`src/hdl/jdq_pkg.sv`:
```
`timescale 1ns / 1ps
// Shared constants, types and codes for the joystick direction quantizer.
// No dependencies; every other file takes names from here by scope.
package jdq_pkg;

    // Group sizes and filter weight
    localparam int READ_SAMPLES  = 4;
    localparam int FILTER_WEIGHT = 4;
    localparam int CAL_SAMPLES   = 100;

    // Datapath widths
    localparam int SAMPLE_W = 12;
    localparam int ACC_W    = 19;
    localparam int CNT_W    = 7;
    localparam int DELTA_W  = 13;
    localparam int MUL_W    = ACC_W + 1;
    localparam int PROD_W   = ACC_W + MUL_W;
    localparam int FQ_W     = SAMPLE_W + 1;
    localparam int FSUM_W   = SAMPLE_W + 2;

    // Exact division of an ACC_W-bit value by a constant: (x * MUL) >> SHIFT
    localparam int CAL_SHIFT    = ACC_W + $clog2(CAL_SAMPLES);
    localparam int CAL_MUL_I    = ((1 << CAL_SHIFT) + CAL_SAMPLES - 1) / CAL_SAMPLES;
    localparam int READ_SHIFT   = ACC_W + $clog2(READ_SAMPLES);
    localparam int READ_MUL_I   = ((1 << READ_SHIFT) + READ_SAMPLES - 1) / READ_SAMPLES;
    localparam int FLT_SHIFT    = ACC_W + $clog2(FILTER_WEIGHT);
    localparam int FLT_MUL_I    = ((1 << FLT_SHIFT) + FILTER_WEIGHT - 1) / FILTER_WEIGHT;

    localparam logic [MUL_W-1:0] CAL_MUL  = MUL_W'(CAL_MUL_I);
    localparam logic [MUL_W-1:0] READ_MUL = MUL_W'(READ_MUL_I);
    localparam logic [MUL_W-1:0] FLT_MUL  = MUL_W'(FLT_MUL_I);

    // Filter step: floor((avg - smooth) / W) computed on a positive offset copy
    localparam int FLT_BIAS_I = 1 << SAMPLE_W;
    localparam logic [ACC_W-1:0]  FLT_OFFSET = ACC_W'(FILTER_WEIGHT * FLT_BIAS_I);
    localparam logic [FSUM_W-1:0] FLT_BIAS   = FSUM_W'(FLT_BIAS_I);

    localparam logic [CNT_W-1:0] CAL_SIZE  = CNT_W'(CAL_SAMPLES);
    localparam logic [CNT_W-1:0] READ_SIZE = CNT_W'(READ_SAMPLES);

    localparam logic [SAMPLE_W-1:0] CENTRE_RESET = SAMPLE_W'(2048);

    // Result queue
    localparam int OUTQ_DEPTH = 8;
    localparam int OUTQ_AW    = $clog2(OUTQ_DEPTH);
    localparam int OUTQ_CW    = OUTQ_AW + 1;

    // Commands / result kinds
    typedef enum logic [1:0] {
        CMD_CAL    = 2'd0,
        CMD_NAV    = 2'd1,
        CMD_NOTE   = 2'd2,
        CMD_IGNORE = 2'd3
    } cmd_t;

    // 4-way direction codes
    localparam logic [2:0] STEER_CENTRE = 3'd0;
    localparam logic [2:0] STEER_RIGHT  = 3'd1;
    localparam logic [2:0] STEER_LEFT   = 3'd2;
    localparam logic [2:0] STEER_UP     = 3'd3;
    localparam logic [2:0] STEER_DOWN   = 3'd4;

    // 8-way note codes
    localparam logic [2:0] NOTE_LEFT       = 3'd0;
    localparam logic [2:0] NOTE_UP         = 3'd1;
    localparam logic [2:0] NOTE_UP_RIGHT   = 3'd2;
    localparam logic [2:0] NOTE_RIGHT      = 3'd3;
    localparam logic [2:0] NOTE_DOWN_RIGHT = 3'd4;
    localparam logic [2:0] NOTE_DOWN       = 3'd5;
    localparam logic [2:0] NOTE_DOWN_LEFT  = 3'd6;
    localparam logic [2:0] NOTE_UP_LEFT    = 3'd7;

    // Register indexes (byte address = 4 * index)
    localparam logic [2:0] REG_NAV_DEAD_ZONE  = 3'd0;
    localparam logic [2:0] REG_AXIS_MARGIN    = 3'd1;
    localparam logic [2:0] REG_NOTE_DEAD_ZONE = 3'd2;
    localparam logic [2:0] REG_INVERT_X       = 3'd3;
    localparam logic [2:0] REG_INVERT_Y       = 3'd4;

    typedef struct packed {
        logic [SAMPLE_W-1:0] nav_dead_zone;
        logic [SAMPLE_W-1:0] axis_margin;
        logic [SAMPLE_W-1:0] note_dead_zone;
        logic                invert_x;
        logic                invert_y;
    } cfg_t;

    // Per-lane pipeline control from the group sequencer
    typedef struct packed {
        logic acc_en;   // sample transfer with a real command
        logic fresh;    // sample opens a new group
        logic done;     // sample closes its group
        logic b_cal;    // divide stage holds a calibration group
        logic c_valid;  // filter stage holds a group
        logic c_cal;    // filter stage group is a calibration
    } lane_ctl_t;

    typedef struct packed {
        cmd_t                      kind;
        logic signed [DELTA_W-1:0] delta_x;
        logic signed [DELTA_W-1:0] delta_y;
        logic [2:0]                direction;
        logic                      note_valid;
        logic [2:0]                note;
    } result_t;

endpackage

```
`src/hdl/jdq_axis_lane.sv`:
```
`timescale 1ns / 1ps
// One axis lane: group accumulation, constant-divisor average, IIR filter,
// centre subtraction and inversion. Uses jdq_pkg.
module jdq_axis_lane (
    input  logic                               clk,
    input  logic                               rst_n,
    input  jdq_pkg::lane_ctl_t                 ctl,
    input  logic [jdq_pkg::SAMPLE_W-1:0]       sample,
    input  logic                               invert,
    output logic signed [jdq_pkg::DELTA_W-1:0] delta
);

    logic [jdq_pkg::ACC_W-1:0]    acc_reg;
    logic [jdq_pkg::ACC_W-1:0]    acc_next;
    logic [jdq_pkg::ACC_W-1:0]    sum_reg;
    logic [jdq_pkg::SAMPLE_W-1:0] avg_reg;
    logic [jdq_pkg::SAMPLE_W-1:0] avg_next;
    logic [jdq_pkg::SAMPLE_W-1:0] centre_reg;
    logic [jdq_pkg::SAMPLE_W-1:0] smooth_reg;
    logic [jdq_pkg::SAMPLE_W-1:0] smooth_next;
    logic signed [jdq_pkg::DELTA_W-1:0] delta_reg;
    logic signed [jdq_pkg::DELTA_W-1:0] delta_next;

    logic [jdq_pkg::MUL_W-1:0]    div_mul;
    logic [jdq_pkg::PROD_W-1:0]   div_prod;
    logic signed [jdq_pkg::DELTA_W-1:0] flt_diff;
    logic [jdq_pkg::ACC_W-1:0]    flt_num;
    logic [jdq_pkg::PROD_W-1:0]   flt_prod;
    logic [jdq_pkg::FQ_W-1:0]     flt_q;
    logic [jdq_pkg::FSUM_W-1:0]   flt_sum;
    logic signed [jdq_pkg::DELTA_W-1:0] off_diff;

    // Stage A: accumulate
    assign acc_next = ctl.fresh ? jdq_pkg::ACC_W'(sample)
                                : acc_reg + jdq_pkg::ACC_W'(sample);

    // Stage B: average by reciprocal multiply
    assign div_mul  = ctl.b_cal ? jdq_pkg::CAL_MUL : jdq_pkg::READ_MUL;
    assign div_prod = jdq_pkg::PROD_W'(sum_reg) * jdq_pkg::PROD_W'(div_mul);
    assign avg_next = ctl.b_cal ? jdq_pkg::SAMPLE_W'(div_prod >> jdq_pkg::CAL_SHIFT)
                                : jdq_pkg::SAMPLE_W'(div_prod >> jdq_pkg::READ_SHIFT);

    // Stage C: smooth + floor((avg - smooth) / W)
    assign flt_diff = $signed({1'b0, avg_reg}) - $signed({1'b0, smooth_reg});
    assign flt_num  = jdq_pkg::FLT_OFFSET
                    + {{(jdq_pkg::ACC_W - jdq_pkg::DELTA_W){flt_diff[jdq_pkg::DELTA_W-1]}},
                       flt_diff};
    assign flt_prod = jdq_pkg::PROD_W'(flt_num) * jdq_pkg::PROD_W'(jdq_pkg::FLT_MUL);
    assign flt_q    = jdq_pkg::FQ_W'(flt_prod >> jdq_pkg::FLT_SHIFT);
    assign flt_sum  = {2'b00, smooth_reg} + {1'b0, flt_q} - jdq_pkg::FLT_BIAS;
    assign smooth_next = flt_sum[jdq_pkg::SAMPLE_W-1:0];

    // Stage D: offset from centre
    assign off_diff   = $signed({1'b0, smooth_reg}) - $signed({1'b0, centre_reg});
    assign delta_next = invert ? -off_diff : off_diff;

    always_ff @(posedge clk or negedge rst_n)
    begin
        if (!rst_n)
        begin
            centre_reg <= jdq_pkg::CENTRE_RESET;
            smooth_reg <= jdq_pkg::CENTRE_RESET;
        end
        else if (ctl.c_valid)
        begin
            if (ctl.c_cal)
            begin
                centre_reg <= avg_reg;
                smooth_reg <= avg_reg;
            end
            else
            begin
                smooth_reg <= smooth_next;
            end
        end
    end

    always_ff @(posedge clk)
    begin
        if (ctl.acc_en)
        begin
            acc_reg <= acc_next;
        end
        if (ctl.acc_en && ctl.done)
        begin
            sum_reg <= acc_next;
        end
        avg_reg   <= avg_next;
        delta_reg <= delta_next;
    end

    assign delta = delta_reg;

endmodule

```
`src/hdl/jdq_merge.sv`:
```
`timescale 1ns / 1ps
// Merge stage: combines both lane deltas into a 4-way direction or an
// 8-way note and forms the result record. Uses jdq_pkg.
module jdq_merge (
    input  jdq_pkg::cmd_t                      kind,
    input  logic signed [jdq_pkg::DELTA_W-1:0] dx,
    input  logic signed [jdq_pkg::DELTA_W-1:0] dy,
    input  jdq_pkg::cfg_t                      cfg,
    output jdq_pkg::result_t                   res
);

    logic [jdq_pkg::DELTA_W-1:0]  neg_x;
    logic [jdq_pkg::DELTA_W-1:0]  neg_y;
    logic [jdq_pkg::SAMPLE_W-1:0] ax;
    logic [jdq_pkg::SAMPLE_W-1:0] ay;
    logic [jdq_pkg::DELTA_W-1:0]  ay_lead;
    logic [jdq_pkg::DELTA_W-1:0]  ax_lead;
    logic                         x_pos;
    logic                         y_pos;
    logic                         left;
    logic                         right;
    logic                         up;
    logic                         down;
    logic [2:0]                   dir4;
    logic                         note_hit;
    logic [2:0]                   note8;

    assign neg_x = -dx;
    assign neg_y = -dy;
    assign ax = dx[jdq_pkg::DELTA_W-1] ? neg_x[jdq_pkg::SAMPLE_W-1:0]
                                       : dx[jdq_pkg::SAMPLE_W-1:0];
    assign ay = dy[jdq_pkg::DELTA_W-1] ? neg_y[jdq_pkg::SAMPLE_W-1:0]
                                       : dy[jdq_pkg::SAMPLE_W-1:0];
    assign x_pos = !dx[jdq_pkg::DELTA_W-1] && (dx != '0);
    assign y_pos = !dy[jdq_pkg::DELTA_W-1] && (dy != '0);

    // margin sums kept one bit wider than the magnitudes
    assign ay_lead = {1'b0, ay} + {1'b0, cfg.axis_margin};
    assign ax_lead = {1'b0, ax} + {1'b0, cfg.axis_margin};

    always_comb
    begin
        priority if (ax < cfg.nav_dead_zone && ay < cfg.nav_dead_zone)
            dir4 = jdq_pkg::STEER_CENTRE;
        else if (ax >= cfg.nav_dead_zone && {1'b0, ax} > ay_lead)
            dir4 = x_pos ? jdq_pkg::STEER_RIGHT : jdq_pkg::STEER_LEFT;
        else if (ay >= cfg.nav_dead_zone && {1'b0, ay} > ax_lead)
            dir4 = y_pos ? jdq_pkg::STEER_UP : jdq_pkg::STEER_DOWN;
        else
            dir4 = jdq_pkg::STEER_CENTRE;
    end

    // magnitude above the zone implies a nonzero value, so sign picks the side
    assign left  = dx[jdq_pkg::DELTA_W-1]  && (ax > cfg.note_dead_zone);
    assign right = !dx[jdq_pkg::DELTA_W-1] && (ax > cfg.note_dead_zone);
    assign down  = dy[jdq_pkg::DELTA_W-1]  && (ay > cfg.note_dead_zone);
    assign up    = !dy[jdq_pkg::DELTA_W-1] && (ay > cfg.note_dead_zone);

    always_comb
    begin
        note_hit = 1'b1;
        priority if (left && up)    note8 = jdq_pkg::NOTE_UP_LEFT;
        else if (right && up)       note8 = jdq_pkg::NOTE_UP_RIGHT;
        else if (right && down)     note8 = jdq_pkg::NOTE_DOWN_RIGHT;
        else if (left && down)      note8 = jdq_pkg::NOTE_DOWN_LEFT;
        else if (up)                note8 = jdq_pkg::NOTE_UP;
        else if (down)              note8 = jdq_pkg::NOTE_DOWN;
        else if (right)             note8 = jdq_pkg::NOTE_RIGHT;
        else if (left)              note8 = jdq_pkg::NOTE_LEFT;
        else
        begin
            note8    = jdq_pkg::NOTE_LEFT;
            note_hit = 1'b0;
        end
    end

    always_comb
    begin
        res            = '0;
        res.kind       = kind;
        unique case (kind)
            jdq_pkg::CMD_NAV:
            begin
                res.delta_x   = dx;
                res.delta_y   = dy;
                res.direction = dir4;
            end
            jdq_pkg::CMD_NOTE:
            begin
                res.delta_x    = dx;
                res.delta_y    = dy;
                res.note_valid = note_hit;
                res.note       = note_hit ? note8 : jdq_pkg::NOTE_LEFT;
            end
            default:
            begin
                res.delta_x = '0;
            end
        endcase
    end

endmodule

```
`src/hdl/jdq_out_queue.sv`:
```
`timescale 1ns / 1ps
// Result queue between the merge stage and the output stream.
// Register-based FIFO of result records. Uses jdq_pkg.
module jdq_out_queue (
    input  logic                        clk,
    input  logic                        rst_n,
    input  logic                        wr_en,
    input  jdq_pkg::result_t            wr_data,
    input  logic                        rd_en,
    output logic                        rd_valid,
    output jdq_pkg::result_t            rd_data,
    output logic [jdq_pkg::OUTQ_CW-1:0] count
);

    jdq_pkg::result_t             mem_reg [jdq_pkg::OUTQ_DEPTH];
    logic [jdq_pkg::OUTQ_AW-1:0]  wr_ptr_reg;
    logic [jdq_pkg::OUTQ_AW-1:0]  rd_ptr_reg;
    logic [jdq_pkg::OUTQ_CW-1:0]  count_reg;
    logic                         pop;

    assign rd_valid = (count_reg != '0);
    assign pop      = rd_en && rd_valid;
    assign rd_data  = mem_reg[rd_ptr_reg];
    assign count    = count_reg;

    always_ff @(posedge clk or negedge rst_n)
    begin
        if (!rst_n)
        begin
            wr_ptr_reg <= '0;
            rd_ptr_reg <= '0;
            count_reg  <= '0;
        end
        else
        begin
            if (wr_en)
                wr_ptr_reg <= wr_ptr_reg + 1'b1;
            if (pop)
                rd_ptr_reg <= rd_ptr_reg + 1'b1;
            if (wr_en && !pop)
                count_reg <= count_reg + 1'b1;
            else if (pop && !wr_en)
                count_reg <= count_reg - 1'b1;
        end
    end

    always_ff @(posedge clk)
    begin
        if (wr_en)
            mem_reg[wr_ptr_reg] <= wr_data;
    end

endmodule

```
`src/hdl/joystick_direction_quantizer.sv`:
```
`timescale 1ns / 1ps
// Joystick direction quantizer, top level: stream ports, APB registers,
// group sequencer and pipeline control. Uses jdq_pkg, jdq_axis_lane,
// jdq_merge and jdq_out_queue.
//
// One X/Y sample pair is taken per clock while s_tready is high. X and
// Y each run in their own lane: a sample transfer adds into the group sum;
// the closing sample of a group (100 for calibration, 4 for a read) hands
// the sum on to a divide stage, a filter stage that updates the centre or
// the smoothed position, and a centre-subtract stage. The merge stage then
// classifies both deltas into a 4-way direction or an 8-way note, and the
// record waits in an 8-entry result queue; the merge stage writes it from
// the registered lane deltas when the stage-e valid bit is set. s_tready
// falls only when results in the pipeline plus results waiting in the queue
// reach 8; with m_tready held high it never falls. A change of command
// mid-group restarts the group with the new sample; command 3 is taken and
// dropped. Registers should be written only while no group is in flight.
module joystick_direction_quantizer (
    input  logic        clk,
    input  logic        rst_n,
    // sample stream
    input  logic        s_tvalid,
    output logic        s_tready,
    input  logic [23:0] s_tdata,   // [11:0] raw_x, [23:12] raw_y
    input  logic [1:0]  s_tuser,   // [1:0] cmd
    // result stream
    output logic        m_tvalid,
    input  logic        m_tready,
    output logic [39:0] m_tdata,   // [12:0] delta_x, [25:13] delta_y,
                                   // [28:26] direction, [29] note_valid,
                                   // [32:30] note, [39:33] zero
    output logic [1:0]  m_tuser,   // [1:0] kind
    // register port
    input  logic        psel,
    input  logic        penable,
    input  logic        pwrite,
    input  logic [4:0]  paddr,
    input  logic [31:0] pwdata,
    output logic [31:0] prdata,
    output logic        pready
);

    // ---------------- configuration registers ----------------
    jdq_pkg::cfg_t cfg_reg;
    logic          cfg_wr;
    logic [2:0]    reg_idx;

    assign pready  = 1'b1;
    assign reg_idx = paddr[4:2];
    assign cfg_wr  = psel && penable && pwrite;

    always_ff @(posedge clk or negedge rst_n)
    begin
        if (!rst_n)
        begin
            cfg_reg.nav_dead_zone  <= 12'd600;
            cfg_reg.axis_margin    <= 12'd200;
            cfg_reg.note_dead_zone <= 12'd900;
            cfg_reg.invert_x       <= 1'b0;
            cfg_reg.invert_y       <= 1'b0;
        end
        else if (cfg_wr)
        begin
            unique case (reg_idx)
                jdq_pkg::REG_NAV_DEAD_ZONE:  cfg_reg.nav_dead_zone  <= pwdata[11:0];
                jdq_pkg::REG_AXIS_MARGIN:    cfg_reg.axis_margin    <= pwdata[11:0];
                jdq_pkg::REG_NOTE_DEAD_ZONE: cfg_reg.note_dead_zone <= pwdata[11:0];
                jdq_pkg::REG_INVERT_X:       cfg_reg.invert_x       <= pwdata[0];
                jdq_pkg::REG_INVERT_Y:       cfg_reg.invert_y       <= pwdata[0];
                default:                     ; // unmapped: ignored
            endcase
        end
    end

    always_comb
    begin
        unique case (reg_idx)
            jdq_pkg::REG_NAV_DEAD_ZONE:  prdata = {20'd0, cfg_reg.nav_dead_zone};
            jdq_pkg::REG_AXIS_MARGIN:    prdata = {20'd0, cfg_reg.axis_margin};
            jdq_pkg::REG_NOTE_DEAD_ZONE: prdata = {20'd0, cfg_reg.note_dead_zone};
            jdq_pkg::REG_INVERT_X:       prdata = {31'd0, cfg_reg.invert_x};
            jdq_pkg::REG_INVERT_Y:       prdata = {31'd0, cfg_reg.invert_y};
            default:                     prdata = 32'd0;
        endcase
    end

    // ---------------- group sequencer ----------------
    jdq_pkg::cmd_t               in_cmd;
    logic                        in_xfer;
    logic                        acc_en;
    logic                        fresh;
    logic                        done;
    logic [jdq_pkg::CNT_W-1:0]   group_size;
    logic [jdq_pkg::CNT_W-1:0]   count_inc;
    logic [jdq_pkg::CNT_W-1:0]   group_count_reg;
    jdq_pkg::cmd_t               group_cmd_reg;

    assign in_cmd     = jdq_pkg::cmd_t'(s_tuser);
    assign in_xfer    = s_tvalid && s_tready;
    assign acc_en     = in_xfer && (in_cmd != jdq_pkg::CMD_IGNORE);
    assign fresh      = (group_count_reg == '0) || (in_cmd != group_cmd_reg);
    assign count_inc  = fresh ? jdq_pkg::CNT_W'(1) : group_count_reg + 1'b1;
    assign group_size = (in_cmd == jdq_pkg::CMD_CAL) ? jdq_pkg::CAL_SIZE
                                                     : jdq_pkg::READ_SIZE;
    assign done       = (count_inc >= group_size);

    always_ff @(posedge clk or negedge rst_n)
    begin
        if (!rst_n)
        begin
            group_count_reg <= '0;
            group_cmd_reg   <= jdq_pkg::CMD_CAL;
        end
        else if (acc_en)
        begin
            group_cmd_reg   <= in_cmd;
            group_count_reg <= done ? '0 : count_inc;
        end
    end

    // ---------------- pipeline tracking ----------------
    // b: divide, c: filter, d: centre subtract, e: merge into queue
    logic          vb_reg, vc_reg, vd_reg, ve_reg;
    jdq_pkg::cmd_t cb_reg, cc_reg, cd_reg, ce_reg;

    always_ff @(posedge clk or negedge rst_n)
    begin
        if (!rst_n)
        begin
            vb_reg <= 1'b0;
            vc_reg <= 1'b0;
            vd_reg <= 1'b0;
            ve_reg <= 1'b0;
            cb_reg <= jdq_pkg::CMD_CAL;
            cc_reg <= jdq_pkg::CMD_CAL;
            cd_reg <= jdq_pkg::CMD_CAL;
            ce_reg <= jdq_pkg::CMD_CAL;
        end
        else
        begin
            vb_reg <= acc_en && done;
            vc_reg <= vb_reg;
            vd_reg <= vc_reg;
            ve_reg <= vd_reg;
            cb_reg <= in_cmd;
            cc_reg <= cb_reg;
            cd_reg <= cc_reg;
            ce_reg <= cd_reg;
        end
    end

    jdq_pkg::lane_ctl_t lane_ctl;

    assign lane_ctl.acc_en  = acc_en;
    assign lane_ctl.fresh   = fresh;
    assign lane_ctl.done    = done;
    assign lane_ctl.b_cal   = (cb_reg == jdq_pkg::CMD_CAL);
    assign lane_ctl.c_valid = vc_reg;
    assign lane_ctl.c_cal   = (cc_reg == jdq_pkg::CMD_CAL);

    // ---------------- lanes ----------------
    logic signed [jdq_pkg::DELTA_W-1:0] dx;
    logic signed [jdq_pkg::DELTA_W-1:0] dy;

    jdq_axis_lane u_lane_x (
        .clk    (clk),
        .rst_n  (rst_n),
        .ctl    (lane_ctl),
        .sample (s_tdata[11:0]),
        .invert (cfg_reg.invert_x),
        .delta  (dx)
    );

    jdq_axis_lane u_lane_y (
        .clk    (clk),
        .rst_n  (rst_n),
        .ctl    (lane_ctl),
        .sample (s_tdata[23:12]),
        .invert (cfg_reg.invert_y),
        .delta  (dy)
    );

    // ---------------- merge and result queue ----------------
    jdq_pkg::result_t            merged;
    jdq_pkg::result_t            q_data;
    logic [jdq_pkg::OUTQ_CW-1:0] q_count;
    logic [jdq_pkg::OUTQ_CW-1:0] occupancy;

    jdq_merge u_merge (
        .kind (ce_reg),
        .dx   (dx),
        .dy   (dy),
        .cfg  (cfg_reg),
        .res  (merged)
    );

    jdq_out_queue u_queue (
        .clk      (clk),
        .rst_n    (rst_n),
        .wr_en    (ve_reg),
        .wr_data  (merged),
        .rd_en    (m_tready),
        .rd_valid (m_tvalid),
        .rd_data  (q_data),
        .count    (q_count)
    );

    // results in flight always have a queue slot reserved
    assign occupancy = q_count
                     + jdq_pkg::OUTQ_CW'(vb_reg) + jdq_pkg::OUTQ_CW'(vc_reg)
                     + jdq_pkg::OUTQ_CW'(vd_reg) + jdq_pkg::OUTQ_CW'(ve_reg);
    assign s_tready  = (occupancy < jdq_pkg::OUTQ_CW'(jdq_pkg::OUTQ_DEPTH));

    assign m_tuser = q_data.kind;
    assign m_tdata = {7'd0, q_data.note, q_data.note_valid, q_data.direction,
                      q_data.delta_y, q_data.delta_x};

endmodule
```
`config.mk`:
```
export PLATFORM = sky130hd
export DESIGN_NAME = joystick_direction_quantizer
export DESIGN_NICKNAME = d
export VERILOG_FILES = /design/src/hdl/jdq_pkg.sv /design/src/hdl/jdq_axis_lane.sv /design/src/hdl/jdq_merge.sv /design/src/hdl/jdq_out_queue.sv /design/src/hdl/joystick_direction_quantizer.sv
export SDC_FILE = /design/constraint.sdc
export NUM_CORES = 2
export LEC_CHECK = 0
export BUFFER_PORTS_ARGS = -buffer_cell sky130_fd_sc_hd__buf_2
export CAP_MARGIN = 20
export CORE_UTILIZATION = 50
export CTS_BUF_LIST = sky130_fd_sc_hd__clkbuf_8 sky130_fd_sc_hd__clkbuf_16
export CTS_CLUSTER_DIAMETER = 30
export DETAILED_ROUTE_END_ITERATION = 10
export GPL_TIMING_DRIVEN = 0
export PLACE_DENSITY = 0.67
export REMOVE_ABC_BUFFERS = 1
export SYNTH_ARGS = -nofsm -noshare
export SYNTH_HDL_FRONTEND = slang
export SYNTH_SLANG_ARGS = --single-unit
export TNS_END_PERCENT = 10
```
`constraint.sdc`:
```
create_clock -name clk -period 8.4 [get_ports clk]
set_clock_uncertainty 0.15 [all_clocks]
set_input_delay 0.42 -clock clk [delete_from_list [all_inputs] [get_ports clk]]
set_output_delay 0.42 -clock clk [all_outputs]
set_load 0.03 [all_outputs]
```
Word level (Yosys, flattened, before mapping)
Memories as Yosys holds them, arrays and structs flattened.
Cells that the tools add are included.

word-level totals
  register bits = 243
  bits in writable memories = 280
  input port bits = 70
  output and inout bits = 77
  word-level logic and storage cells = 164
  memories = 1

operators by class
  add/subtract/negate cells = 27
  multiply operators = 2
  $lt $le $gt $ge = 10
  equal/unequal tests = 8
  mux-type cells = 44
  reductions and logical operators = 42

memory list
  memory           depth  bits a word  rd ports  clocked after Yosys merged registers in  wr ports  line                 text
  u_queue.mem_reg  8      35           1         0                                        1         jdq_out_queue.sv:15  jdq_pkg::result_t mem_reg [jdq_pkg::OUTQ_DEPTH];

operator list
  cell                   count
  $mul 19x20->38         2
  $mux 12                6
  $pmux 12 s5            1
  $mux 13                4
  $sub 12x12->13         4
  $add 19x12->19         2
  $mux 19                2
  $mux 3                 12
  $add 1x13->14 const A  2
  $add 12x12->13         2
  $gt 12x13->1           2
  $neg 13->13            2
  $reduce_bool 13->1     2
  $add 12x12->12         2
  $ge 12x12->1           2
  $gt 12x12->1           2
  $lt 12x12->1           2
  $neg 12->12            2
  $sub 12x1->12 const B  2
  $logic_and 1x1->1      21
  $mux 7                 3
  $mux 18                1
  $add 4x1->4            4
  $mux 4                 3
  24 further kinds       46

Longest topological paths before layout
  depth in word-level cells = 14
  depth in mapped cells = 30
  depth with buffers taken out = 29

By module
Synthesis repeated with hierarchy kept, for this count alone.

unflattened totals
  cell total of the unflattened synthesis = 3668
  area, all modules = 41240.8 um2

modules (own cells, without submodules)
  module                        instances  cells each  area an instance (um2)  sequential area each (um2)
  jdq_axis_lane at u_lane_x     1          1249        11778.8                 2244.7
  jdq_axis_lane at u_lane_y     1          1214        11546.1                 2244.7
  jdq_out_queue                 1          464         11377.2                 8658.3
  jdq_merge                     1          459         3444.6                  0.0
  joystick_direction_quantizer  1          282         3094.2                  1490.2

Least setup slack after synthesis
Ideal clock, no wire load.

  path kind = reg2reg
  from = reg cb_reg[1]
  to = reg u_lane_y.avg_reg[11] in the netlist's numbering
  setup time = 0.079 ns
  arrival = 6.760 ns
  data required time = 8.171 ns
  slack = 1.411 ns
  cell stages (with the launch flop) = 31
  buffers on the path = 2
  cells stage by stage = dfrtp_1 > nor2_1 > clkbuf_1 > clkbuf_1 > and2_1 > ha_1 > inv_1 > ha_1 > or2_2 > inv_1 > xnor2_1 > ha_1 > inv_1 > fa_1 > inv_1 > fa_1 > fa_1 > inv_1 > fa_1 > inv_1 > ha_1 > and3_1 > nor3b_1 > a32oi_1 > nand4_1 > a41oi_2 > o31ai_1 > a31oi_1 > nor2b_1 > or4_1 > o211ai_1

between the ends
  longest elaborated chain between the ends = 4

ends and longest elaborated chain
  element                          line                                 text
  start, declared                  joystick_direction_quantizer.sv:124  jdq_pkg::cmd_t cb_reg, cc_reg, cd_reg, ce_reg;
  start signal, assigned           joystick_direction_quantizer.sv:134  cb_reg <= jdq_pkg::CMD_CAL;
  start signal, assigned           joystick_direction_quantizer.sv:145  cb_reg <= in_cmd;
  $logic_not 2->1 *                joystick_direction_quantizer.sv:157  assign lane_ctl.b_cal = (cb_reg == jdq_pkg::CMD_CAL);
  $mux 18                          jdq_axis_lane.sv:38                  assign div_mul = ctl.b_cal ? jdq_pkg::CAL_MUL : jdq_pkg::READ_MUL;
  $mul 19x20->38                   jdq_axis_lane.sv:39                  assign div_prod = jdq_pkg::PROD_W'(sum_reg) * jdq_pkg::PROD_W'(div_mul);
  $mux 12 *                        jdq_axis_lane.sv:40                  assign avg_next = ctl.b_cal ? jdq_pkg::SAMPLE_W'(div_prod >> jdq_pkg::CAL_SHIFT)
  via u_lane_y.avg_next (one bit)  jdq_axis_lane.sv:17                  logic [jdq_pkg::SAMPLE_W-1:0] avg_next;
  end signal, assigned             jdq_axis_lane.sv:88                  avg_reg <= avg_next;
  end, declared                    jdq_axis_lane.sv:16                  logic [jdq_pkg::SAMPLE_W-1:0] avg_reg;

Mark *: on every way through the listed nets, which the timed path passes. The rest lies on a longest branch.
A chain may end at the register's enable or synchronous reset.

Worst setup path in the final report
Same ends and word-level chain as after synthesis.

==> out/qor.yml <==
outcome:
  outcome: "finished clean"
sta:
  holdWs_ns: 0.03195
  slew_viol_final: 0
  clock.fmax_ghz: 0.1270
  rsz0062_at_grt: "no"
  worst_pin_slew_ns: 0.9870
  setup_tns_ns: 0
  slew_headroom_pct: 34.06
  min_period_ns: 7.875
  post-route-period-util_pct: 93.75
  setup_viol: 0
  final_hold_viol_count: 0
min_path:
  worstHoldPathType: "in2reg"
synthesis:
  yosys_warnings: 0
  synthesis.area_um2: 39840
  synth.top_cell.area_share_pct: 26.84
  synth-seq-cells: 523
  ys_seq_area_share_pct: 36.75
  synth_cell_types: 77
  yosysTopAreaCell: "edfxtp_1"
  synthArstFlopShare_pct: 22.37
  synthMostInstantiatedCell: "inv_1"
  synthTopCellsByCount: "596 x inv_1, 531 x ha_1, 356 x edfxtp_1, 250 x fa_1, 217 x nand2_1"
  synth.avg_cell_area_um2: 11.20
  synth_edf_count: 356
  synth_ff_type: "edfxtp_1"
  synth_cells: 3556
  synth_area_leaders: "edfxtp_1 27%, ha_1 17%, fa_1 13%"
worst_setup_path:
  worstPathMaxFanout: 33
  cp-start-kind: "flop"
  critPathMaxStageDelay_ns: 0.67
  slowest_stage: "nor2_1"
  critical_path.cell_chain: "or2_2 > nor2_1 > inv_1 > fa_1 > inv_1 > fa_1 > fa_1 > fa_1 > fa_1 > inv_1 > fa_1 > inv_1 > ha_1 > and3_1 > nor3b_1 > a32oi_1 > nand4_1 > a41oi_2 > o31ai_1 > a31oi_1 > nor2b_1 > or4_1 > o211ai_1"
  crit_type: "reg2reg"
  cp_num_buf_inv: 4
  crit_required_ns: 8.80
  crit_top_cell: "fa_1"
  cp_top_family: "adder cells"
  end_kind: "flop"
  arrival_ns: 8.27
drt:
  firstDrtPassIters: 5
  drc: 0
  routed_wl_um: 82760
  viasPerCell: 5.197
  wl_per_cell_um: 16.92
  vias: 25430
  detail_route.iter0.violations: 1351
  ant_nets: 0
clock_tree:
  cts_root_buf: "clkbuf_16"
  clk_pin_slew_ns: 0.05
  cts_buffers: 101
  post_cts_resized: 0
  cts_buffer_depth: 3
  cts_sinks: 523
  cts_tree: "done"
  htreeDepth: 3
  clock_latency_ns: 0.67
final_layout:
  largest_reg_flops: 280
  diodes: 0
  drive_above_1_share_pct: 13.40
  nNetsFinal: 4604
  final_core_util_pct: 58.23
  finish.instance_area_um2: 45930
  areaGrowthSynthToFinish_pct: 15.29
floorplanning:
  ios: 147
  initial_utilization_pct: 50.51
  dieArea_um2: 80800
  core_area_um2: 78870
  die_y_um: 284.3
  num_rows: 103
  fp.dieW_um: 284.3
grt:
  grt_max_degree: 66
  antenna_found_initial: 0
  overflow: 0
  grt_pass1_vias: 26400
  grt_usage_pct: 21.00
  grt_pass1_wl_um: 135800
placement:
  gp_congestion: 0.8805
  io_buffers: 96
  dp_hpwl_um: 63510
  placed_area_um2: 41890
power_and_ir_drop:
  p_per_area_nw_per_um2: 329.7
  ir_drop_uv: 212.3
  p_leak_nw: 21.11
run:
  drv_cap: 0
## power by group
part           switching, W  internal [W]
logic               0.00415       0.00324
clock network       0.00144       0.00269
registers          0.000402       0.00322
total               0.00599       0.00916
## worst min-delay path, stage by stage
cell	delay, ns
buf_2	0.09
nand2_1	0.04
o21ai_0	0.12
## area by class of cell
class	count	area, µm²
repair buffers	163	1409
flip-flops and latches	523	14650
multi-input cells	2368	22690
fillers	6500	32940
inverters	596	2237
clock inverters	84	1006
clock buffers	108	2624
well taps	1050	1314
## cells by family after synthesis
group	share of synthesized area (%)
XOR/XNOR	4.705
other	0.01885
AO/OA/AOI/OAI	8.179
flip-flops	36.75
adder cells (fa/ha/maj)	29.24
buffers and inverters	6.775
AND/OR/NAND/NOR	7.925
multiplexers	6.411
## path summary, 6_finish.rpt
path,startpoint,to,slack (ns),cells past startpoint
setup / recovery,cb_reg[1],u_lane_y.avg_reg[11],0.53,23
hold / removal,s_tdata[15],u_lane_y.acc_reg[3],0.03,3
setup reg to reg,cb_reg[1],u_lane_y.avg_reg[11],0.53,23
hold reg to reg,cd_reg[0],ce_reg[0],0.20,0
max in group asynchronous,rst_n,cfg_reg[9],7.12,3
min in group asynchronous,rst_n,group_cmd_reg[0],0.15,2
## placed cells by master, fill, tap and decap left out, drive strengths merged, types with 17 or more instances in the layout
cell           n
inv          617
ha           531
edfxtp       356
fa           250
nand2        218
o21ai        176
nor2         167
xnor2        140
a21oi        140
buf          127
clkbuf       108
dfrtp        102
xor2          74
a21o          71
mux4          70
mux2          69
nor2b         57
dfxtp         50
nor3          40
clkinv        37
dlygate4sd3   36
nand3         32
conb          28
nand4         26
nand2b        26
and2          23
and3          21
mux2i         20
or2           19
o21bai        17
or3           17
## routing by layer
layer  up-vias  GRT usage (%)  wire length, µm
met2       486          36.73            40730
met1     12240          27.03            36590
li1      12560              -                -
met5         -              0                0
met3       140          2.929             3382
met4         0          6.062             2045
## stage by stage
stage                     std cells  power (W)  setup WS (ns)
final                          4892    0.01514         0.5251
after global routing           4892    0.01632        0.02156
after CTS                      4889    0.01526         0.2709
after detailed placement       4661    0.01103         0.2888
after global placement         4633    0.01092         -1.857
after floorplan                3487   0.009313         0.1080
## timing repair
action | in CTS | in global routing
setup endpoints to repair | 0 | 1
setup buffers | 0 | 2
endpoints found under the hold margin | 135 | 0
hold buffers | 36 | 0
Note: power is estimated with default switching activity, not from simulation.
